**src/design/otb_pkg.sv**
```systemverilog
// ----------------------------------------------------------------------------
// One-shot timer bank package
// Shared widths, codes and the command and status types that pass between
// the controller and the datapath.
// ----------------------------------------------------------------------------
package otb_pkg;

    localparam int SLOTS_DEF    = 16;
    localparam int TIME_W_DEF   = 32;
    localparam int OP_W         = 2;
    localparam int SLOT_FIELD_W = 4;
    localparam int DUR_W        = 32;
    localparam int NOW_W        = 32;
    localparam int KIND_W       = 2;
    localparam int MS_W         = 10;
    localparam int MUL_W        = DUR_W + MS_W;

    localparam logic [MS_W-1:0] MS_TO_US = MS_W'(1000);

    localparam logic [OP_W-1:0] OP_PAUSE_US = 2'd0;
    localparam logic [OP_W-1:0] OP_PAUSE_MS = 2'd1;
    localparam logic [OP_W-1:0] OP_CHECK    = 2'd2;

    localparam logic [KIND_W-1:0] KIND_PAUSE   = 2'd0;
    localparam logic [KIND_W-1:0] KIND_RESUMED = 2'd1;
    localparam logic [KIND_W-1:0] KIND_NONE    = 2'd2;

    typedef struct packed {
        logic load_req;
        logic do_pause;
        logic rd_en;
        logic cmp_en;
        logic finish;
    } otb_cmd_t;

    typedef struct packed {
        logic out_free;
        logic hit;
        logic pend_valid;
    } otb_status_t;

endpackage

```
**src/design/otb_if.sv**
```systemverilog
// ----------------------------------------------------------------------------
// One-shot timer bank channels
// Valid and ready channels for requests into the bank and results out of it.
// ----------------------------------------------------------------------------
interface otb_req_if;
    import otb_pkg::*;

    logic                    valid;
    logic                    ready;
    logic [OP_W-1:0]         op;
    logic [SLOT_FIELD_W-1:0] slot;
    logic [DUR_W-1:0]        duration;
    logic [NOW_W-1:0]        now_time;
    logic                    notify;

    modport source (
        output valid, op, slot, duration, now_time, notify,
        input  ready
    );

    modport sink (
        input  valid, op, slot, duration, now_time, notify,
        output ready
    );
endinterface

interface otb_rsp_if;
    import otb_pkg::*;

    logic                    valid;
    logic                    ready;
    logic [KIND_W-1:0]       kind;
    logic [SLOT_FIELD_W-1:0] slot_out;
    logic                    accepted;
    logic                    had_callback;
    logic                    last_item;

    modport source (
        output valid, kind, slot_out, accepted, had_callback, last_item,
        input  ready
    );

    modport sink (
        input  valid, kind, slot_out, accepted, had_callback, last_item,
        output ready
    );
endinterface

```
**src/design/otb_datapath.sv**
```systemverilog
// ----------------------------------------------------------------------------
// One-shot timer bank datapath
// Request register, timer store, slot flags, expiry compare, pending resume
// result and the output register.
// ----------------------------------------------------------------------------
module otb_datapath #(
    parameter int SLOTS  = 16,
    parameter int TIME_W = 32,
    parameter int SLOT_W = 4
) (
    input  logic                             clk,
    input  logic                             rst_n,
    input  otb_pkg::otb_cmd_t                cmd,
    input  logic [SLOT_W-1:0]                rd_addr,
    input  logic [SLOT_W-1:0]                cmp_addr,
    input  logic [otb_pkg::OP_W-1:0]         req_op,
    input  logic [otb_pkg::SLOT_FIELD_W-1:0] req_slot,
    input  logic [otb_pkg::DUR_W-1:0]        req_duration,
    input  logic [otb_pkg::NOW_W-1:0]        req_now_time,
    input  logic                             req_notify,
    input  logic                             rsp_ready,
    output otb_pkg::otb_status_t             status,
    output logic                             rsp_valid,
    output logic [otb_pkg::KIND_W-1:0]       rsp_kind,
    output logic [otb_pkg::SLOT_FIELD_W-1:0] rsp_slot_out,
    output logic                             rsp_accepted,
    output logic                             rsp_had_callback,
    output logic                             rsp_last_item
);
    import otb_pkg::*;

    localparam int CMP_W = SLOT_W + SLOT_FIELD_W + 1;

    logic [SLOT_FIELD_W-1:0] slot_reg;
    logic [DUR_W-1:0]        dur_reg;
    logic [TIME_W-1:0]       now_reg;
    logic                    ms_reg;
    logic                    notify_reg;

    logic [TIME_W-1:0] len_mem   [SLOTS];
    logic [TIME_W-1:0] start_mem [SLOTS];
    logic [TIME_W-1:0] len_q_reg;
    logic [TIME_W-1:0] start_q_reg;

    logic [SLOTS-1:0] paused_reg;
    logic [SLOTS-1:0] paused_next;
    logic [SLOTS-1:0] cb_reg;
    logic [SLOTS-1:0] cb_next;

    logic                    pend_valid_reg;
    logic                    pend_valid_next;
    logic [SLOT_FIELD_W-1:0] pend_slot_reg;
    logic [SLOT_FIELD_W-1:0] pend_slot_next;
    logic                    pend_cb_reg;
    logic                    pend_cb_next;

    logic                    out_valid_reg;
    logic                    out_valid_next;
    logic [KIND_W-1:0]       out_kind_reg;
    logic [KIND_W-1:0]       out_kind_next;
    logic [SLOT_FIELD_W-1:0] out_slot_reg;
    logic [SLOT_FIELD_W-1:0] out_slot_next;
    logic                    out_acc_reg;
    logic                    out_acc_next;
    logic                    out_cb_reg;
    logic                    out_cb_next;
    logic                    out_last_reg;
    logic                    out_last_next;

    logic [SLOT_W-1:0] pause_idx;
    logic              in_range;
    logic              pause_ok;
    logic [MUL_W-1:0]  product;
    logic [TIME_W-1:0] pause_len;
    logic [TIME_W-1:0] elapsed;
    logic              hit;
    logic              out_free;

    always_ff @(posedge clk)
    begin
        if (cmd.load_req)
        begin
            slot_reg   <= req_slot;
            dur_reg    <= req_duration;
            now_reg    <= TIME_W'(req_now_time);
            ms_reg     <= (req_op == OP_PAUSE_MS);
            notify_reg <= req_notify;
        end
    end

    assign pause_idx = SLOT_W'(slot_reg);
    assign in_range  = CMP_W'(slot_reg) < CMP_W'(SLOTS);
    assign pause_ok  = in_range && !paused_reg[pause_idx];
    assign product   = MUL_W'(dur_reg) * MUL_W'(MS_TO_US);
    assign pause_len = ms_reg ? TIME_W'(product) : TIME_W'(dur_reg);

    always_ff @(posedge clk)
    begin
        if (cmd.do_pause && pause_ok)
        begin
            len_mem[pause_idx]   <= pause_len;
            start_mem[pause_idx] <= now_reg;
        end
    end

    always_ff @(posedge clk)
    begin
        if (cmd.rd_en)
        begin
            len_q_reg   <= len_mem[rd_addr];
            start_q_reg <= start_mem[rd_addr];
        end
    end

    assign elapsed  = now_reg - start_q_reg;
    assign hit      = paused_reg[cmp_addr] && (elapsed >= len_q_reg);
    assign out_free = !out_valid_reg || rsp_ready;

    assign status.out_free   = out_free;
    assign status.hit        = hit;
    assign status.pend_valid = pend_valid_reg;

    always_comb
    begin
        paused_next     = paused_reg;
        cb_next         = cb_reg;
        pend_valid_next = pend_valid_reg;
        pend_slot_next  = pend_slot_reg;
        pend_cb_next    = pend_cb_reg;
        out_valid_next  = out_valid_reg && !rsp_ready;
        out_kind_next   = out_kind_reg;
        out_slot_next   = out_slot_reg;
        out_acc_next    = out_acc_reg;
        out_cb_next     = out_cb_reg;
        out_last_next   = out_last_reg;

        if (cmd.do_pause)
        begin
            if (pause_ok)
            begin
                paused_next[pause_idx] = 1'b1;
                cb_next[pause_idx]     = notify_reg;
            end
            out_valid_next = 1'b1;
            out_kind_next  = KIND_PAUSE;
            out_slot_next  = slot_reg;
            out_acc_next   = pause_ok;
            out_cb_next    = 1'b0;
            out_last_next  = 1'b1;
        end

        if (cmd.cmp_en && hit)
        begin
            paused_next[cmp_addr] = 1'b0;
            cb_next[cmp_addr]     = 1'b0;
            if (pend_valid_reg)
            begin
                out_valid_next = 1'b1;
                out_kind_next  = KIND_RESUMED;
                out_slot_next  = pend_slot_reg;
                out_acc_next   = 1'b0;
                out_cb_next    = pend_cb_reg;
                out_last_next  = 1'b0;
            end
            pend_valid_next = 1'b1;
            pend_slot_next  = SLOT_FIELD_W'(cmp_addr);
            pend_cb_next    = cb_reg[cmp_addr];
        end

        if (cmd.finish)
        begin
            out_valid_next  = 1'b1;
            out_acc_next    = 1'b0;
            out_last_next   = 1'b1;
            pend_valid_next = 1'b0;
            if (pend_valid_reg)
            begin
                out_kind_next = KIND_RESUMED;
                out_slot_next = pend_slot_reg;
                out_cb_next   = pend_cb_reg;
            end
            else
            begin
                out_kind_next = KIND_NONE;
                out_slot_next = '0;
                out_cb_next   = 1'b0;
            end
        end
    end

    always_ff @(posedge clk or negedge rst_n)
    begin
        if (!rst_n)
        begin
            paused_reg     <= '0;
            cb_reg         <= '0;
            pend_valid_reg <= 1'b0;
            out_valid_reg  <= 1'b0;
        end
        else
        begin
            paused_reg     <= paused_next;
            cb_reg         <= cb_next;
            pend_valid_reg <= pend_valid_next;
            out_valid_reg  <= out_valid_next;
        end
    end

    always_ff @(posedge clk)
    begin
        pend_slot_reg <= pend_slot_next;
        pend_cb_reg   <= pend_cb_next;
        out_kind_reg  <= out_kind_next;
        out_slot_reg  <= out_slot_next;
        out_acc_reg   <= out_acc_next;
        out_cb_reg    <= out_cb_next;
        out_last_reg  <= out_last_next;
    end

    assign rsp_valid        = out_valid_reg;
    assign rsp_kind         = out_kind_reg;
    assign rsp_slot_out     = out_slot_reg;
    assign rsp_accepted     = out_acc_reg;
    assign rsp_had_callback = out_cb_reg;
    assign rsp_last_item    = out_last_reg;

endmodule

```
**src/design/otb_ctrl.sv**
```systemverilog
// ----------------------------------------------------------------------------
// One-shot timer bank controller
// Sequences pause requests and the slot scan of a check request, and holds
// the scan when a resume result cannot be handed on.
// ----------------------------------------------------------------------------
module otb_ctrl #(
    parameter int SLOTS  = 16,
    parameter int SLOT_W = 4
) (
    input  logic                     clk,
    input  logic                     rst_n,
    input  logic                     req_valid,
    input  logic [otb_pkg::OP_W-1:0] req_op,
    output logic                     req_ready,
    input  otb_pkg::otb_status_t     status,
    output otb_pkg::otb_cmd_t        cmd,
    output logic [SLOT_W-1:0]        rd_addr,
    output logic [SLOT_W-1:0]        cmp_addr
);
    import otb_pkg::*;

    localparam int CNT_W = SLOT_W + 1;

    localparam logic [1:0] ST_IDLE   = 2'd0;
    localparam logic [1:0] ST_PAUSE  = 2'd1;
    localparam logic [1:0] ST_SCAN   = 2'd2;
    localparam logic [1:0] ST_FINISH = 2'd3;

    logic [1:0]        state_reg;
    logic [1:0]        state_next;
    logic [CNT_W-1:0]  rd_cnt_reg;
    logic [CNT_W-1:0]  rd_cnt_next;
    logic              cmp_vld_reg;
    logic              cmp_vld_next;
    logic [SLOT_W-1:0] cmp_idx_reg;
    logic [SLOT_W-1:0] cmp_idx_next;
    logic              stall;

    assign req_ready = (state_reg == ST_IDLE);
    assign rd_addr   = rd_cnt_reg[SLOT_W-1:0];
    assign cmp_addr  = cmp_idx_reg;
    assign stall     = cmp_vld_reg && status.hit && status.pend_valid && !status.out_free;

    always_comb
    begin
        state_next   = state_reg;
        rd_cnt_next  = rd_cnt_reg;
        cmp_vld_next = cmp_vld_reg;
        cmp_idx_next = cmp_idx_reg;
        cmd          = '0;

        case (state_reg)
            ST_IDLE:
            begin
                if (req_valid)
                begin
                    cmd.load_req = 1'b1;
                    case (req_op)
                        OP_PAUSE_US, OP_PAUSE_MS:
                        begin
                            state_next = ST_PAUSE;
                        end
                        OP_CHECK:
                        begin
                            state_next   = ST_SCAN;
                            rd_cnt_next  = '0;
                            cmp_vld_next = 1'b0;
                        end
                        default:
                        begin
                            state_next = ST_IDLE;
                        end
                    endcase
                end
            end
            ST_PAUSE:
            begin
                if (status.out_free)
                begin
                    cmd.do_pause = 1'b1;
                    state_next   = ST_IDLE;
                end
            end
            ST_SCAN:
            begin
                if (!stall)
                begin
                    cmd.cmp_en = cmp_vld_reg;
                    if (rd_cnt_reg < CNT_W'(SLOTS))
                    begin
                        cmd.rd_en    = 1'b1;
                        cmp_vld_next = 1'b1;
                        cmp_idx_next = rd_cnt_reg[SLOT_W-1:0];
                        rd_cnt_next  = rd_cnt_reg + CNT_W'(1);
                    end
                    else
                    begin
                        cmp_vld_next = 1'b0;
                        state_next   = ST_FINISH;
                    end
                end
            end
            ST_FINISH:
            begin
                if (status.out_free)
                begin
                    cmd.finish = 1'b1;
                    state_next = ST_IDLE;
                end
            end
            default:
            begin
                state_next = ST_IDLE;
            end
        endcase
    end

    always_ff @(posedge clk or negedge rst_n)
    begin
        if (!rst_n)
        begin
            state_reg   <= ST_IDLE;
            rd_cnt_reg  <= '0;
            cmp_vld_reg <= 1'b0;
            cmp_idx_reg <= '0;
        end
        else
        begin
            state_reg   <= state_next;
            rd_cnt_reg  <= rd_cnt_next;
            cmp_vld_reg <= cmp_vld_next;
            cmp_idx_reg <= cmp_idx_next;
        end
    end

endmodule

```
**src/design/one_shot_pause_timer_bank_unit.sv**
```systemverilog
// ----------------------------------------------------------------------------
// One-shot pause timer bank
// A bank of one-shot pause timers, one per slot, with pause and check
// requests and one result per pause, per released slot, or per check that releases none.
// ----------------------------------------------------------------------------
// The bank takes one request at a time. A pause request is answered once the
// output register is free, and the next request can be taken from the edge
// at which that answer is registered. A check request reads the slots one
// per cycle, while the scan is not held, through the single read port of the
// timer store; a resume result that waits on the sink holds the scan.
// Each released slot gives one result, and a check that releases none gives
// one none-expired result; the final result of a request has last_item set.
module one_shot_pause_timer_bank_unit #(
    parameter int SLOTS  = otb_pkg::SLOTS_DEF,
    parameter int TIME_W = otb_pkg::TIME_W_DEF
) (
    input  logic      clk,
    input  logic      rst_n,
    otb_req_if.sink   request,
    otb_rsp_if.source result
);
    import otb_pkg::*;

    localparam int SLOT_W = (SLOTS > 1) ? $clog2(SLOTS) : 1;

    otb_cmd_t          cmd;
    otb_status_t       status;
    logic [SLOT_W-1:0] rd_addr;
    logic [SLOT_W-1:0] cmp_addr;

    otb_ctrl #(
        .SLOTS  (SLOTS),
        .SLOT_W (SLOT_W)
    ) u_ctrl (
        .clk       (clk),
        .rst_n     (rst_n),
        .req_valid (request.valid),
        .req_op    (request.op),
        .req_ready (request.ready),
        .status    (status),
        .cmd       (cmd),
        .rd_addr   (rd_addr),
        .cmp_addr  (cmp_addr)
    );

    otb_datapath #(
        .SLOTS  (SLOTS),
        .TIME_W (TIME_W),
        .SLOT_W (SLOT_W)
    ) u_datapath (
        .clk              (clk),
        .rst_n            (rst_n),
        .cmd              (cmd),
        .rd_addr          (rd_addr),
        .cmp_addr         (cmp_addr),
        .req_op           (request.op),
        .req_slot         (request.slot),
        .req_duration     (request.duration),
        .req_now_time     (request.now_time),
        .req_notify       (request.notify),
        .rsp_ready        (result.ready),
        .status           (status),
        .rsp_valid        (result.valid),
        .rsp_kind         (result.kind),
        .rsp_slot_out     (result.slot_out),
        .rsp_accepted     (result.accepted),
        .rsp_had_callback (result.had_callback),
        .rsp_last_item    (result.last_item)
    );

endmodule
```
**src/flat_wrapper.sv**
```systemverilog
// flat-port wrapper written by rule: the top's interface ports become plain ports
module one_shot_pause_timer_bank_unit_flat import otb_pkg::*;
#(
    parameter int SLOTS  = otb_pkg::SLOTS_DEF,
    parameter int TIME_W = otb_pkg::TIME_W_DEF
)
  (clk, rst_n, request_valid, request_op, request_slot, request_duration, request_now_time, request_notify, request_ready, result_valid, result_kind, result_slot_out, result_accepted, result_had_callback, result_last_item, result_ready);
  otb_req_if request_i ();
  otb_rsp_if result_i ();
  input  logic clk;
  input  logic rst_n;
  input wire logic [$bits(request_i.valid)-1:0] request_valid;
  input wire logic [$bits(request_i.op)-1:0] request_op;
  input wire logic [$bits(request_i.slot)-1:0] request_slot;
  input wire logic [$bits(request_i.duration)-1:0] request_duration;
  input wire logic [$bits(request_i.now_time)-1:0] request_now_time;
  input wire logic [$bits(request_i.notify)-1:0] request_notify;
  output wire logic [$bits(request_i.ready)-1:0] request_ready;
  output wire logic [$bits(result_i.valid)-1:0] result_valid;
  output wire logic [$bits(result_i.kind)-1:0] result_kind;
  output wire logic [$bits(result_i.slot_out)-1:0] result_slot_out;
  output wire logic [$bits(result_i.accepted)-1:0] result_accepted;
  output wire logic [$bits(result_i.had_callback)-1:0] result_had_callback;
  output wire logic [$bits(result_i.last_item)-1:0] result_last_item;
  input wire logic [$bits(result_i.ready)-1:0] result_ready;
  assign request_i.valid = request_valid;
  assign request_i.op = request_op;
  assign request_i.slot = request_slot;
  assign request_i.duration = request_duration;
  assign request_i.now_time = request_now_time;
  assign request_i.notify = request_notify;
  assign request_ready = request_i.ready;
  assign result_valid = result_i.valid;
  assign result_kind = result_i.kind;
  assign result_slot_out = result_i.slot_out;
  assign result_accepted = result_i.accepted;
  assign result_had_callback = result_i.had_callback;
  assign result_last_item = result_i.last_item;
  assign result_i.ready = result_ready;
  one_shot_pause_timer_bank_unit #(.SLOTS(SLOTS), .TIME_W(TIME_W)) u_core (.clk(clk), .rst_n(rst_n), .request(request_i), .result(result_i));
endmodule
```
**config.mk**
```make
export PLATFORM = sky130hd
export DESIGN_NAME = one_shot_pause_timer_bank_unit_flat
export DESIGN_NICKNAME = d
export VERILOG_FILES = /design/src/design/otb_pkg.sv /design/src/design/otb_if.sv /design/src/design/otb_datapath.sv /design/src/design/otb_ctrl.sv /design/src/design/one_shot_pause_timer_bank_unit.sv /design/src/flat_wrapper.sv
export SDC_FILE = /design/constraint.sdc
export NUM_CORES = 1
export LEC_CHECK = 0
export BUFFER_PORTS_ARGS = -buffer_cell sky130_fd_sc_hd__buf_2
export CAP_MARGIN = 20
export CORE_ASPECT_RATIO = 1.1
export CORE_MARGIN = 2
export CORE_UTILIZATION = 50
export DETAILED_ROUTE_END_ITERATION = 10
export PLACE_DENSITY = 0.74
export SLEW_MARGIN = 10
export SYNTH_ARGS = -nofsm -noshare
export SYNTH_HDL_FRONTEND = slang
export SYNTH_HIERARCHICAL = 1
export SYNTH_SLANG_ARGS = --single-unit
```
**constraint.sdc**
```tcl
create_clock -name clk -period 6.9 [get_ports clk]
set_input_delay 0.345 -clock clk [delete_from_list [all_inputs] [get_ports clk]]
set_output_delay 0.345 -clock clk [all_outputs]
set_load 0.01 [all_outputs]
```
# Word-level counts from Yosys, hierarchy flattened

Memories as Yosys holds them, arrays and structs flattened. A register that Yosys moved wholly into a read port is not among the register bits.
Cells that the tools add are included.

Flip-flop bits (word level): 130
Bits in writable memories: 1024
Input bits: 75
Output and inout port bits: 11
Logic and storage cells: 141
Memories: 2

Add/subtract/negate cells: 2
Multiply operators: 1
Magnitude comparators: 6
Equality and inequality tests: 11
Multiplexer cells: 70
Bitwise gates (word level): 5
Reduce and logical (&&, ||, !) cells: 24

Memories:

| name                        | words | bits a word | read ports | clocked after Yosys merged registers in | wr ports | RTL line           | text |
|---|---|---|---|---|---|---|---|
| u_core.u_datapath.len_mem   | 16    | 32          | 1          | 1                                       | 1        | otb_datapath.sv:40 | `logic [TIME_W-1:0] len_mem [SLOTS];` |
| u_core.u_datapath.start_mem | 16    | 32          | 1          | 1                                       | 1        | otb_datapath.sv:41 | `logic [TIME_W-1:0] start_mem [SLOTS];` |

Operator list:

| kind                                                                   | count |
|---|---|
| 16-bit two-way mux                                                     | 6 |
| 1-bit two-way mux                                                      | 33 |
| 16-bit bitwise AND                                                     | 2 |
| 32-bit >= comparator                                                   | 1 |
| 32-bit by 7-bit multiplier with 29-bit output (second input constant)  | 1 |
| 32-bit two-way mux                                                     | 1 |
| 32-bit subtractor                                                      | 1 |
| 2-bit two-way mux                                                      | 11 |
| 4-bit two-way mux                                                      | 5 |
| 5-bit two-way mux                                                      | 4 |
| 16-bit bitwise mux                                                     | 1 |
| 16-bit inverter                                                        | 1 |
| 16-bit bitwise OR                                                      | 1 |
| 1-bit binary-select mux with 4-bit select                              | 3 |
| 4-bit by 5-bit < comparator with 1-bit output (second input constant)  | 2 |
| 5-bit one-hot mux with 2 select lines                                  | 1 |
| 1-bit logical AND                                                      | 9 |
| 1-bit demux with 4-bit select                                          | 2 |
| 4-bit by 1-bit >= comparator with 1-bit output (second input constant) | 2 |
| 2-bit != test (second input constant)                                  | 4 |
| 4-bit AND reduction                                                    | 2 |
| 2-bit == test (second input constant)                                  | 3 |
| 2-bit one-hot mux with 3 select lines                                  | 1 |
| 5-bit by 1-bit adder with 5-bit output (second input constant)         | 1 |
| other kinds (13)                                                       | 21 |

# Depth between registers and ports, before layout

Gate-level depths: netlist (run 1).

Word-level depth: 11
Gate-level depth with buffers: 27

# By module

The synthesis (run 1) kept the hierarchy.

By module, submodules not included:

| module       | instances | cells an instance | area each (um^2) | sequential area each (um^2) |
|---|---|---|---|---|
| otb_datapath | 1         | 2621              | 51638.3          | 35954.5 |
| otb_ctrl     | 1         | 61                | 681.9            | 300.3 |

# Worst setup path after synthesis (run 1)

No wires, ideal clock.

Path kind: reg2reg
Start: register u_core.u_datapath.slot_reg[0], in the netlist u_core/u_datapath/pause_idx[0]
End: register u_core.u_datapath.cb_reg[8]
Setup time: 98 ps
Arrival: 6502 ps
Data required time: 6802 ps
Path slack: 300 ps
Cell stages (with the launch flop): 8
Path buffers: 1
Clock period less this slack: 6600 ps
Path through: edfxtp_1 -> buf_2 -> mux4_2 -> nor2_1 -> nand3_1 -> nor3_1 -> mux2i_1 -> a31oi_1

Longest elaborated chain between the ends: 9

Ends and longest elaborated chain:

| what                                                                                                                                  | RTL line            | text |
|---|---|---|
| start, declared                                                                                                                       | otb_datapath.sv:34  | `logic [SLOT_FIELD_W-1:0] slot_reg;` |
| start signal, assigned                                                                                                                | otb_datapath.sv:83  | `slot_reg <= req_slot;` |
| 4-bit by 5-bit < comparator with 1-bit output (implied by the code) or 4-bit by 1-bit >= comparator with 1-bit output (tied branches) | otb_datapath.sv:142 | `cb_next[pause_idx] = notify_reg;` |
| 1-bit logical AND (implied by the code)                                                                                               | otb_datapath.sv:142 |  |
| 1-bit two-way mux (implied by the code)                                                                                               | otb_datapath.sv:142 |  |
| 1-bit demux with 4-bit select                                                                                                         | otb_datapath.sv:142 |  |
| 16-bit bitwise mux                                                                                                                    | otb_datapath.sv:142 |  |
| 16-bit two-way mux *                                                                                                                  | otb_datapath.sv:139 | `if (pause_ok)` |
| 16-bit two-way mux *                                                                                                                  | otb_datapath.sv:137 | `if (cmd.do_pause)` |
| 16-bit bitwise AND (no line)                                                                                                          | n/a                 |  |
| 16-bit two-way mux *                                                                                                                  | otb_datapath.sv:152 | `if (cmd.cmp_en && hit)` |
| net u_core.u_datapath.cb_next[8]                                                                                                      | otb_datapath.sv:48  | `logic [SLOTS-1:0] cb_next;` |
| end signal, assigned                                                                                                                  | otb_datapath.sv:203 | `cb_reg <= cb_next;` |
| end, declared                                                                                                                         | otb_datapath.sv:47  | `logic [SLOTS-1:0] cb_reg;` |

Mark *: on every way through the listed nets, which the timed path passes. The rest lies on a longest branch. The select of a mux whose other input is x is not followed.
A chain may end at the register's enable or synchronous reset.

==> results of run 1 <==
[cell families after synthesis]
kind of cell | count (synthesis)
flip-flops | 1218
multiplexers | 371
buffers and inverters | 326
AO/OA/AOI/OAI | 266
AND/OR/NAND/NOR | 237
adder cells (fa/ha/maj) | 212
XOR/XNOR | 52
[area by class of cell]
cell class / count / area [sq um] / share of cell area
inverters: 225 / 850 / 0.0143
well taps: 1386 / 1730 / 0.0292
clock buffers: 125 / 2920 / 0.0492
diodes: 1 / 2.50 / 0.0000422
flip-flops and latches: 1218 / 36300 / 0.612
clock inverters: 94 / 890 / 0.0150
multi-input cells: 1138 / 14900 / 0.251
repair buffers: 218 / 1770 / 0.0298
[worst reg2reg max path, delay by kind of cell, from the launching register on]
family | cells | cell delay [ns]
xor+xnor | 1 | 0.12
buf+inv | 3 | 0.31
fa+ha+maj | 3 | 0.92
flops | 1 | 0.59
simple gates | 9 | 1.77
compound gates | 10 | 2.49
[worst min path at each step]
stage	start	to	slack (ns)	cells past startpoint
global route	request_valid	u_core/u_ctrl/state_reg[0]	0.05	3
detailed placement	u_core/u_datapath/pend_slot_reg[2]	u_core/u_datapath/rsp_slot_out[2]	0.46	1
finish	request_op[0]	u_core/u_datapath/ms_reg	0.06	2
CTS	request_op[0]	u_core/u_datapath/ms_reg	0.002	2
global placement	u_core/u_datapath/pend_slot_reg[1]	u_core/u_datapath/rsp_slot_out[1]	0.43	1
floorplan	rst_n	u_core/u_ctrl/cmp_addr[0]	0.05	0
[cells in the mapped netlist (26+ instances only)]
master,number
nand2_1,48
inv_1,224
a21o_1,29
ha_1,120
mux4_2,333
o21ai_0,50
clkbuf_1,49
xnor2_1,40
dfrtp_1,46
a21oi_1,58
fa_1,92
buf_2,26
nor2_1,77
a31oi_1,35
edfxtp_1,1163
[through the flow]
stage	setup WS, ns	cells	total power, uW
finish	0.593	4405	32800
global route	0.0765	4404	34800
CTS	0.488	4397	32800
detailed placement	0.517	4107	26400
global placement	0.660	4105	25700
floorplan	0.300	2682	22400
[where the power goes]
part,internal [uW],total (uW),switching (uW)
Combinational,5970,14500,8500
Sequential,11400,12100,706
Clock,3510,6310,2800
[layer usage]
| layer | GRT usage | vias up | wire, um |
|---|---|---|---|
| li1 | - | 11200 | - |
| met1 | 0.288 | 13900 | 44600 |
| met2 | 0.378 | 1176 | 59300 |
| met3 | 0.0323 | 198 | 8370 |
| met4 | 0.0664 | 0 | 2990 |
| met5 | 0 | - | 0 |
[timing repair]
action / 4_1_cts / 5_1_grt
hold buffers: 71 / 0
hold endpoints to repair: 117 / 0
resized for setup: 0 / 1
endpoints found under the setup margin: 0 / 45
==> impl_metrics.yaml, run 1 <==
setup_path:
  crit_path_end_kind: "register"
  critPathLaunch: "u_core/u_datapath/now_reg[0]"
  worstPathArrival_ns: 6.90
  rrSetupSlack_ns: 0.59
  max_stage_delay_ns: 0.59
  reg2reg_from: "u_core/u_datapath/now_reg[0]"
  path_max_fanout: 17
  cp_top_family: "compound AO/OA/AOI/OAI gates"
  worstSetupEndpoint: "u_core/u_datapath/rsp_kind[0]"
  worst-path-buf-inv: 3
  critPathRequiredTime_ns: 7.50
  r2r-end: "u_core/u_datapath/rsp_kind[0]"
  cp.depth: 26
  critPathKind: "register to register"
  worst_setup_path_start_kind: "register"
  reg2regPathDepth: 26
  slowest_stage: "edfxtp_1"
place:
  gp_congestion: 0.884
  io_buffers: 85
  hpwl_um: 64200
  place_area_sq_um: 54700
cells_and_area:
  syn2layout_area_growth_pct: 13.3
  design_area_sq_um: 59300
  num-fill-cells: 7443
  final_core_util: 0.571
  layout-drive-gt1-share: 0.242
  layout.nets: 3203
  top_regs: "u_core/u_datapath/len_mem (512), u_core/u_datapath/start_mem (512)"
  final_cell_mix: "1163 x edfxtp_1, 333 x mux4_2, 222 x inv_1"
  final_common_cell: "edfxtp_1"
synth:
  synth_area_leaders: "edfxtp_1 67%, mux4_2 14%, fa_1 3.5%"
  synth_compound_area_frac: 0.0341
  yosysWarnings: 6
  synth_top_family_by_area: "multiplexers"
  syn_inst: 2682
  syn_avg_cell_area_sq_um: 19.5
  synthMuxAreaShare: 0.151
  synth.distinct_cells: 88
  yosys.area.top_type: "edfxtp_1"
  ys_seq_area_frac: 0.693
  synth_area_sq_um: 52300
  synthAdderAreaFrac: 0.0639
  synth-main-ff-cell: "edfxtp_1"
  ys_ff_latch: 1218
  yosys.area.top_type_share: 0.667
  synth-async-reset-ratio: 0.0378
  syn_nets: 2969
  synth-edff-count: 1163
  synth-xor-area-share: 0.00870
  synthSimpleGateAreaFrac: 0.0239
timing:
  relSlewSlack: 0.231
  setup_tns_ns: 0
  finalMaxSlewViolations: 0
  worstMarginPinSlew_ns: 1.15
  whs_ns: 0.0572
  rsz0062_at_grt: "false"
  skew_ns: 0.0356
  final-hold-violation-count: 0
  fmax_mhz: 159
  finalSetupViolations: 0
  post-route-period-util: 0.914
  min_period_ns: 6.31
cts:
  clk_latency_ns: 0.72
  cts_sinks: 1218
  tritoncts: "yes"
  clockBufferDepth: 3
  cts_buffers: 115
  cts-root-buf: "clkbuf_16"
  htree_levels: 3
  cts_setup_buffers: 0
  clkSlewWorstSetupHoldPaths_ns: 0.07
die:
  ioPinCount: 86
  core_area_sq_um: 104000
  row_count: 124
  die_area_sq_um: 107000
  initial_core_util: 0.504
  die_h_um: 343
  die_w_um: 312
hold_path:
  hold_class: "primary input to register"
global_routing:
  antenna_found_initial: 0
  grt_pass1_vias: 28000
  grt_first_pass_wirelength_um: 174000
  grt_max_degree: 149
  globalRouteTotalUtil: 0.218
  grt_remaining_overflow: 0
route:
  drt_iter0_drc: 3026
  totalWireLength_um: 115000
  drc_errors: 0
  wire_per_inst_um: 26.2
  firstDrtPassIters: 6
  vias: 26400
  final_antenna_net_count: 0
  viasPerCell: 6.00
power:
  p_per_area_nw_per_um2: 554
  irDropWorstVdd_v: 0.000504
  p_leak_uw: 0.0202
outcome:
  run_status: "complete, no violations"
job:
  cap_viol_max_count: 0
(Power assumes the default switching activity.)
==> run 2, diff against run 1 <==
RECOVER_POWER = 100   (was not set)
==> impl_metrics.yaml, run 2 (synthesis results as in run 1) <==
timing:
  rsz0062_at_grt: "false"
  fmax_mhz: 155
  setup_tns_ns: 0
  min_period_ns: 6.45
  finalMaxSlewViolations: 1590
  finalSetupViolations: 0
  final-hold-violation-count: 0
  skew_ns: 0.0352
  post-route-period-util: 0.935
  relSlewSlack: -1.78
  worstMarginPinSlew_ns: 4.16
global_routing:
  grt_pass1_vias: 28000
  globalRouteTotalUtil: 0.218
  grt_max_degree: 149
  grt_first_pass_wirelength_um: 174000
  grt_remaining_overflow: 0
  antenna_found_initial: 0
route:
  firstDrtPassIters: 6
  viasPerCell: 6.00
  final_antenna_net_count: 0
  wire_per_inst_um: 26.2
  drc_errors: 0
  totalWireLength_um: 115000
  vias: 26400
  drt_iter0_drc: 3124
power:
  swShare: 0.364
  intPower_uw: 20800
  seqPwrFrac: 0.371
  p_clk_frac: 0.193
  fin_total_pwr_uw: 32700
  p_comb_frac: 0.436
  p_per_area_nw_per_um2: 556
  p_leak_uw: 0.0199
  p_switching_uw: 11900
  irDropWorstVdd_v: 0.000493
setup_path:
  slowest_stage: "nor2_1"
  max_stage_delay_ns: 2.29
  reg2regPathDepth: 4
  worstPathArrival_ns: 6.73
  r2r-end: "u_core/u_datapath/len_mem[6][1]"
  critPathLaunch: "u_core/u_datapath/pause_idx[0]"
  critPathRequiredTime_ns: 7.18
  crit_path_end_kind: "register"
  worst_setup_path_start_kind: "register"
  worst-path-buf-inv: 1
  path_max_fanout: 44
  critPathKind: "register to register"
  path_cells: "mux4_2, or4b_1, nor2_1, clkbuf_2"
  rrSetupSlack_ns: 0.45
  cp_top_family: "simple AND/OR/NAND/NOR gates"
  reg2reg_from: "u_core/u_datapath/pause_idx[0]"
die:
  initial_core_util: 0.504
  row_count: 124
  die_w_um: 312
  ioPinCount: 86
  die_h_um: 343
  core_area_sq_um: 104000
  die_area_sq_um: 107000
job:
  cap_viol_max_count: 40
cts:
  cts_buffers: 115
  clkSlewWorstSetupHoldPaths_ns: 0.07
  tritoncts: "yes"
  clockBufferDepth: 3
  htree_levels: 3
  cts-root-buf: "clkbuf_16"
  cts_sinks: 1218
  clk_latency_ns: 0.72
cells_and_area:
  layout-drive-gt1-share: 0.207
  top_regs: "u_core/u_datapath/len_mem (512), u_core/u_datapath/start_mem (512)"
  final_common_cell: "edfxtp_1"
  stdcell_count: 4405
  syn2layout_area_growth_pct: 12.3
  final_cell_mix: "1163 x edfxtp_1, 333 x mux4_2, 222 x inv_1"
  final_core_util: 0.566
  layout.nets: 3203
hold_path:
  hold_class: "primary input to register"
  hold_depth: 3
  hold_path_end: "u_core/u_ctrl/state_reg[0]"
  hold_start: "request_valid"
place:
  hpwl_um: 64200
  gp_congestion: 0.884
  io_buffers: 85
  dp_cells: 4107
outcome:
  violations: "capacitance limit, slew limit"
  run_status: "finished with violations"
run 2: worst reg2reg max path: stages, from the launching register on:
cell and delay [ns]:
edfxtp_1 0.74, mux4_2 0.59, or4b_1 0.59, nor2_1 2.29, clkbuf_2 1.75
run 2: layout make-up:
class | count | area [sq um]
antenna | 1 | 2.50
sequential | 1218 | 36300
tap | 1386 | 1730
fill | 7531 | 45100
clock inverter | 94 | 890
timing repair buffer | 218 | 1410
clock buffer | 125 | 2920
inverter | 225 | 848
multi-input combinational | 1138 | 14700
run 2: timing repair:
item,4_1_cts,5_1_grt
endpoints found under the hold margin,117,0
resized for setup,0,1
setup endpoints to repair,0,45
setup buffers,0,0
hold buffers,71,0
run 2: worst max path at each step:
stage	to	slack, ns	depth (start not counted)
finish	u_core/u_datapath/len_mem[6][1]	0.45	4
detailed placement	u_core/u_datapath/len_q_reg[30]	0.52	24
global placement	u_core/u_datapath/start_q_reg[31]	0.66	24
global route	u_core/u_datapath/start_q_reg[11]	0.10	3
floorplan	u_core/u_datapath/cb_reg[8]	0.30	7
CTS	u_core/u_datapath/start_q_reg[30]	0.49	24
run 2: per-stage QoR:
step | worst slack, ns | hold slack, ns | cell area (sq um)
2_1_floorplan | 0.300 | 0.0494 | 52300
3_3_place_gp | 0.660 | 0.429 | 54700
3_5_place_dp | 0.517 | 0.458 | 54700
4_1_cts | 0.488 | 0.00177 | 59200
5_1_grt | 0.104 | 0.0193 | 58700
6_report | 0.450 | 0.0241 | 58700
run 2: power by group through the flow:
stage	logic, uW	registers [uW]	clock network, uW
global placement	13500	12200	0
finish	14300	12100	6310
global route	15800	12200	6700
floorplan	10600	11800	0
CTS	14300	12100	6410
detailed placement	14200	12200	0
run 2: metal layers:
metal	vias to the layer above	GRT usage	share of wire
met3	186	0.0323	0.075
met1	13900	0.288	0.38
met5	-	0	0
met2	1164	0.378	0.52
met4	0	0.0664	0.025
li1	11200	-	-
